## src/rtl/damped_wave_grid_step_top_macros.svh

```systemverilog
// Assertion helpers for the ripple grid block.
`ifndef DAMPED_WAVE_GRID_STEP_TOP_MACROS_SVH
`define DAMPED_WAVE_GRID_STEP_TOP_MACROS_SVH

// Clocked check that is off while reset is held.
`define DWGS_CHECK(lbl, prop, msg) \
  lbl: assert property (@(posedge clk) disable iff (!rst_n) (prop)) else $error(msg);

// Clocked check that also looks at the reset cycle.
`define DWGS_CHECK_ALWAYS(lbl, prop, msg) \
  lbl: assert property (@(posedge clk) (prop)) else $error(msg);

`endif

```

## src/rtl/dwgs_pkg.sv

```systemverilog
`timescale 1ns / 1ps
// ----------------------------------------------------------------------------
// dwgs_pkg
// Shared types and constants of the damped wave grid block.
// ----------------------------------------------------------------------------
package dwgs_pkg;

  localparam int H_W    = 24;  // Q11.12 height
  localparam int G_W    = 20;  // Q3.16 gain
  localparam int P_W    = H_W + G_W;
  localparam int ACC_W  = 48;
  localparam int SZ_W   = 11;  // holds any effective grid size
  localparam int CFG_W  = 20;
  localparam int IDX_W  = 3;

  // Commands
  localparam logic [1:0] CMD_PUSH = 2'd0;
  localparam logic [1:0] CMD_STEP = 2'd1;
  localparam logic [1:0] CMD_READ = 2'd2;

  // Register indexes
  localparam logic [IDX_W-1:0] REG_COLS = 3'd0;
  localparam logic [IDX_W-1:0] REG_ROWS = 3'd1;
  localparam logic [IDX_W-1:0] REG_G1   = 3'd2;
  localparam logic [IDX_W-1:0] REG_G2   = 3'd3;
  localparam logic [IDX_W-1:0] REG_G3   = 3'd4;

  // Gain selects of the multiply-accumulate unit
  localparam logic [1:0] GSEL_CENTER  = 2'd0;
  localparam logic [1:0] GSEL_HISTORY = 2'd1;
  localparam logic [1:0] GSEL_NEIGH   = 2'd2;

  localparam logic signed [H_W-1:0] H_MAX = 24'sh7FFFFF;
  localparam logic signed [H_W-1:0] H_MIN = -24'sh800000;

  typedef struct packed {
    logic       mul_en;
    logic [1:0] gain_sel;
    logic       acc_en;
    logic       acc_load;
  } mac_ctrl_t;

endpackage

```

## src/rtl/dwgs_mac.sv

```systemverilog
`timescale 1ns / 1ps
// ----------------------------------------------------------------------------
// dwgs_mac
// Shared multiply-accumulate unit with Q16 rounding and 24-bit saturation.
// ----------------------------------------------------------------------------
module dwgs_mac (
  input  logic                              clk,
  input  dwgs_pkg::mac_ctrl_t               ctrl,
  input  logic signed [dwgs_pkg::H_W-1:0]   din,
  input  logic signed [dwgs_pkg::G_W-1:0]   g_center,
  input  logic signed [dwgs_pkg::G_W-1:0]   g_history,
  input  logic signed [dwgs_pkg::G_W-1:0]   g_neigh,
  output logic signed [dwgs_pkg::H_W-1:0]   result
);
  import dwgs_pkg::*;

  logic signed [G_W-1:0]   gain;
  logic signed [P_W-1:0]   prod_r;
  logic signed [ACC_W-1:0] acc_r;
  logic signed [ACC_W-1:0] rnd;
  logic signed [ACC_W-17:0] shr;

  // Pick the gain for this operand
  always_comb begin
    case (ctrl.gain_sel)
      GSEL_CENTER:  gain = g_center;
      GSEL_HISTORY: gain = g_history;
      default:      gain = g_neigh;
    endcase
  end

  // Multiply into prod_r, then accumulate prod_r in the cycle after
  always_ff @(posedge clk) begin
    if (ctrl.mul_en) begin
      prod_r <= din * gain;
    end
    if (ctrl.acc_en) begin
      if (ctrl.acc_load) begin
        acc_r <= ACC_W'(prod_r);
      end else begin
        acc_r <= acc_r + ACC_W'(prod_r);
      end
    end
  end

  // Round half up to Q11.12 and saturate
  always_comb begin
    rnd = acc_r + ACC_W'(32768);
    shr = rnd[ACC_W-1:16];
    if (shr > (ACC_W-16)'(H_MAX)) begin
      result = H_MAX;
    end else if (shr < (ACC_W-16)'(H_MIN)) begin
      result = H_MIN;
    end else begin
      result = shr[H_W-1:0];
    end
  end
endmodule

```

## config.mk

```make
export PLATFORM = sky130hd
export DESIGN_NAME = dwgs_mac
export DESIGN_NICKNAME = d
export VERILOG_FILES = /design/src/rtl/damped_wave_grid_step_top_macros.svh /design/src/rtl/dwgs_pkg.sv /design/src/rtl/dwgs_mac.sv
export SDC_FILE = /design/constraint.sdc
export NUM_CORES = 2
export LEC_CHECK = 0
export ABC_AREA = 1
export BUFFER_PORTS_ARGS = -buffer_cell sky130_fd_sc_hd__buf_2
export CORE_UTILIZATION = 40
export CTS_CLUSTER_SIZE = 10
export DETAILED_ROUTE_END_ITERATION = 16
export PLACE_DENSITY = 0.65
export SYNTH_ARGS = -nofsm -noshare
export SYNTH_HDL_FRONTEND = slang
export SYNTH_SLANG_ARGS = --single-unit
export TNS_END_PERCENT = 50
```

## constraint.sdc

```tcl
create_clock -name clk -period 9.9 [get_ports clk]
set_input_delay 1.98 -clock clk [delete_from_list [all_inputs] [get_ports clk]]
set_output_delay 1.98 -clock clk [all_outputs]
set_load 0.01 [all_outputs]
```

Word level (Yosys, flattened, before mapping)
Index checks and enable logic that the tools add are counted.

storage, ports and cells
  memories kept = 0
  output and inout port bits = 24
  input bits = 90
  ROM bits = 0
  logic and storage cells = 13
  memory bits (writable) = 0
  bits in latches = 0
  register bits = 92

operators by class
  $mul = 1
  reduce and logical (&&, ||, !) cells = 1
  order comparisons = 2
  bitwise operators = 0
  divide/modulo/power cells = 0
  eq/ne operators = 1
  mux-type cells = 4
  shift operators = 0
  $add $sub $neg = 2

operator list
  cell                      number
  $add A48 B17 Y48 const B  1
  $add A48 B44 Y48          1
  $mux W24                  2
  $mux W48                  1
  $mul A24 B20 Y44          1
  $pmux W20 S2              1
  $gt A32 B24 Y1 const B    1
  $lt A32 B24 Y1 const B    1
  $eq A2 B1 Y1 const B      1
  $logic_not A2 Y1          1

Logic depth before layout (Yosys ltp)
  depth after elaboration = 4
  depth in mapped cells = 36
  gate-level depth less buffers = 34

Worst setup path after synthesis
OpenSTA, ideal clock, no wires.

  path type = input to register
  start = input ctrl[3] (netlist name)
  end = register prod_r[43] (data pin)
  library setup time = 0.253 ns
  data required time = 9.647 ns
  buffers on the path = 2
  path slack = 1.020 ns
  arrival = 8.627 ns
  stages = 31
  cell sequence = nor2_1 inv_1 clkbuf_1 o22a_1 o21a_1 inv_1 clkbuf_1 nor2_1 fa_1 inv_1 fa_1 inv_1 fa_1 inv_1 fa_1 inv_1 fa_1 inv_1 fa_1 fa_1 inv_1 ha_1 nand2_1 nor2_1 inv_1 nor2_1 inv_1 nor3_1 nand4_1 nand3_1 nand2_1

between the ends
  longest elaborated chain between the ends = 3
  elaborated cells between the ends (all ways) = 4
  those cells by class = mul: 1; eq/ne: 1; mux: 1; reduce/logical: 1

ends and longest elaborated chain
  item                                                     line            RTL
  from (decl)                                              dwgs_mac.sv:8   input dwgs_pkg::mac_ctrl_t ctrl,
  $eq A2 B1 Y1 / $logic_not A2 Y1 (equally long branches)  dwgs_mac.sv:25  case (ctrl.gain_sel)
  $pmux W20 S2 (*)                                         dwgs_mac.sv:25
  $mul A24 B20 Y44 (*)                                     dwgs_mac.sv:35  prod_r <= din * gain;
  to (signal assigned)                                     dwgs_mac.sv:35
  to (decl)                                                dwgs_mac.sv:18  logic signed [P_W-1:0] prod_r;

Every way passes the cells marked *; elsewhere a longest branch is shown, timed or not.
A chain may end at the register's enable or synchronous reset.

Worst setup path in the final report
  start = input ctrl[2] (netlist name)
  end = register prod_r[35] (data pin)

Same word-level chain as after synthesis.

==> results.txt <==
* Antenna cell count: 0
- Die Height: 261 um
* Startpoint of the worst-slack reg-to-reg timing path: prod_r[0]
- Counting flops and latches in the post-synthesis netlist gives 92.
* Terminating pin of the worst hold path: acc_r[8]
- The cell that appears most often on the critical path is inv_1.
- Clock transition at the registers of the reported paths: about 0.070 ns
- The floorplan step defined a die boundary enclosing between 0.06 and 0.07 sq mm.
* Hold Crit Start: prod_r[8]
- The worst setup path is launched from a primary input.
- Family of cells with the greatest summed delay on the critical path: adder cells
- Clock insertion delay at the later pin of the skew report: between 0.3 and 0.4 ns
- Total area of multi-input combinational cells: 0.0204 sq mm
- Maximum number of pins on one net before global-route repair: 52
* Area taken by flip-flops and latches: 0.00276 sq mm
- Slew margin rel.: around a third
- Number of vias per cell: approximately 5
- The first detailed-routing pass ran for 12 iterations.
* Start-to-end type of the worst setup path: primary input to register
- Number of antenna violations at the first check in global routing: 0
* First-pass GRT wire length: 129000 um
* Violated checks: DRC
- Status: complete, but fails checks
- Final setup vio count: 0
- Core Box Area: approximately 0.066 sq mm
- CTS buffer count: 9
- Die width: between 200 and 300 um
- Across the run, the number of max-cap violations was 0.
- Required time at the worst-slack endpoint: roughly 10 ns
- Top area cells in the synthesized netlist: fa_1 37%, nand2_1 12%, inv_1 12%
* Buf+Inv Stages, Crit Path: 11
- Final Hold Fails: 0
- Of the synthesized area, sequential elements account for roughly 10%.
- Adding up every negative setup slack in the final design gives 0 ns.
- Data arrival time of the critical path: ~9.4 ns
- Syn_area_per_cell: roughly 7.4 sq um
* Critical path capture point type: register
- Clock root buffer: clkbuf_16
- Detailed placement ended at an HPWL of 70000 um.
- Synthesis instantiated 38 different standard cells from the library.
- Fillers: 6830
- The count of final max-slew check failures came to 0.
- Vias in the first global route: around 24000
- For the worst flop-to-flop path, the logic depth is 15.
- Number of hold buffers added after cts: 0
- The synthesized design spends more area on one cell type than any other, namely fa_1.
- In this run the register-to-register setup slack is 7.03 ns.
- The endpoint identified for the worst register-to-register timing path is acc_r[46].
- Slowest cell on crit path: fa_1
- Area growth, synth to finish: 7.20%
- In the routed design, unresolved DRC markers number 2.
- Number of buffers between clock root and the deepest sink: 2
- The top cell type by area accounts for 36.9% of the synthesized area.
- Counting I/O delays and the setup requirement, the final critical path takes 9.33 ns.
* CTS tree: yes
* Skew final: approximately 0.011 ns
- # Post-CTS Setup Buffers: 0
- Tightest Pin Transition: 0.988 ns
* Dominant synthesized flop cell: edfxtp_1
- After detailed routing, the average wire length per cell comes to around 18 um.
- After layout, the worst path uses roughly 94% of the clock period.
- Pin placement for this block handled 114 I/O pins.
* Synth async-reset ratio: 0%
- Worst hold path depth: 2
- The routed layout has between 20000 and 25000 vias.
- Synth Cell Area: about 0.027 sq mm
* Yosys warning total: 0
- Global routing used 24.7% of the available tracks.
* Fraction of layout instances using a drive strength above 1: 6.88%
* Wire length after detailed routing: just over 80000 um
- EDFF count, synth: between 90 and 100
- DRC violation total after the first TritonRoute iteration: between 1500 and 2000
- Routability-driven placement finished with a final weighted congestion of 0.961.
- Initial core utilization: 40.6%
* Commonest non-fill, non-tap cell in the layout: nand2_1
- The cell count after synthesis came out at about 3600.
- After the last flow step, the layout net total stands at 4448.
- Standard-cell row count: 94
- Worst hold-check path type: register to register
- Setup repair after global routing could not meet its margin everywhere.
- Count of buffers inserted at the top-level ports: 113
- Peak per-stage delay on the critical path: about 0.54 ns
* Htree depth: 3
* Commonest non-fill, non-tap cells in the layout: 872 x nand2_1, 841 x inv_1, 493 x fa_1
* Global route total overflow: 0
- Critical Path Fanout Max: 20
- The detail route stage leaves a number of antenna-violating nets equal to 0.
* Clock sink count: between 90 and 100
* F_max: roughly 110 MHz
* Net Count, Synth: approximately 4400
- Once the clock tree was built, the resizer swapped 0 gates to a different size.
[layer usage]
| layer | vias up | routed length, um | share of wire (%) | track usage (%) |
|---|---|---|---|---|
| li1 | 10900 | - | - | - |
| met1 | 11100 | 34000 | 42 | 31.6 |
| met2 | 774 | 38200 | 47 | 42.1 |
| met3 | 180 | 4650 | 5.7 | 2.84 |
| met4 | 0 | 3990 | 4.9 | 10.8 |
| met5 | - | 0 | 0 | 0 |
[Yosys cell counts, types with 6 or more instances]
cell and count:
nor2_2 6, o21ai_0 61, xor2_1 42, o21a_1 8, fa_1 493, nand4_1 27, nand3b_1 6, nand2_2 6
ha_1 163, o21bai_1 23, clkinv_1 22, or2_2 59, edfxtp_1 92, a21oi_1 106, a21o_1 6, nor2_1 479
nand3_1 132, clkbuf_1 70, nand2_1 872, nor3_1 26, xnor2_1 30, buf_2 7, inv_1 842
[registers in the layout, summed over array words and instances, names as in the netlist]
signal	flops
acc_r	48
prod_r	44
[worst register-to-register path, stage by stage, from the launching register on]
cell and delay (ns):
edfxtp_1 0.36, ha_1 0.28, inv_1 0.08, fa_1 0.36, inv_1 0.18, nand3_1 0.09
nand2_1 0.20, nand2_1 0.08, nand2_1 0.19, nand3_1 0.10, nand2_1 0.23, nand2_1 0.16
nand3_1 0.11, nand2_1 0.05, nand3_1 0.07, nand2_1 0.08
[how the worst max path moves through the flow]
stage	startpoint	end	slack, ns	cells after the start
floorplan	ctrl[3]	prod_r[43]	1.02	31
global route	ctrl[3]	prod_r[43]	-0.006	30
finish	ctrl[2]	prod_r[35]	0.57	33
CTS	ctrl[2]	prod_r[35]	0.44	33
global placement	ctrl[2]	prod_r[35]	0.06	33
detailed placement	ctrl[3]	prod_r[35]	0.07	32
[cells by family (layout without fill, tap and decap cells)]
| kind of cell | Yosys count | in the layout | share of synthesized area (%) |
|---|---|---|---|
| AND/OR/NAND/NOR | 1627 | 1627 | 24.8 |
| buffers and inverters | 949 | 1038 | 13.4 |
| adder cells (fa/ha/maj) | 656 | 656 | 44.5 |
| AO/OA/AOI/OAI | 220 | 220 | 4.59 |
| flip-flops | 92 | 92 | 10.3 |
| XOR/XNOR | 73 | 73 | 2.42 |
[cell type report]
type	count	area share (%)
clock buffers	9	0.784
clock inverters	6	0.253
inverters	868	11.4
multi-input cells	2576	71.1
flip-flops and latches	92	9.62
well taps	864	3.77
repair buffers	155	3.07
[stage by stage]
stage / worst slack (ns) / area, sq um / instances / utilization (%) / hold slack [ns]
after detailed placement: 0.0714 / 28400 / 4555 / 43.1 / 0.552
after global placement: 0.0610 / 28400 / 4555 / 43.1 / 0.555
after CTS: 0.438 / 28700 / 4570 / 43.5 / 0.560
final: 0.567 / 28700 / 4570 / 43.5 / 0.562
after global routing: -0.00621 / 28700 / 4570 / 43.5 / 0.603
after floorplan: 1.02 / 26800 / 3617 / - / 0.527
Power is not shown: default switching activity piles up to over one toggle a cycle in this logic, so the estimate is an artifact.
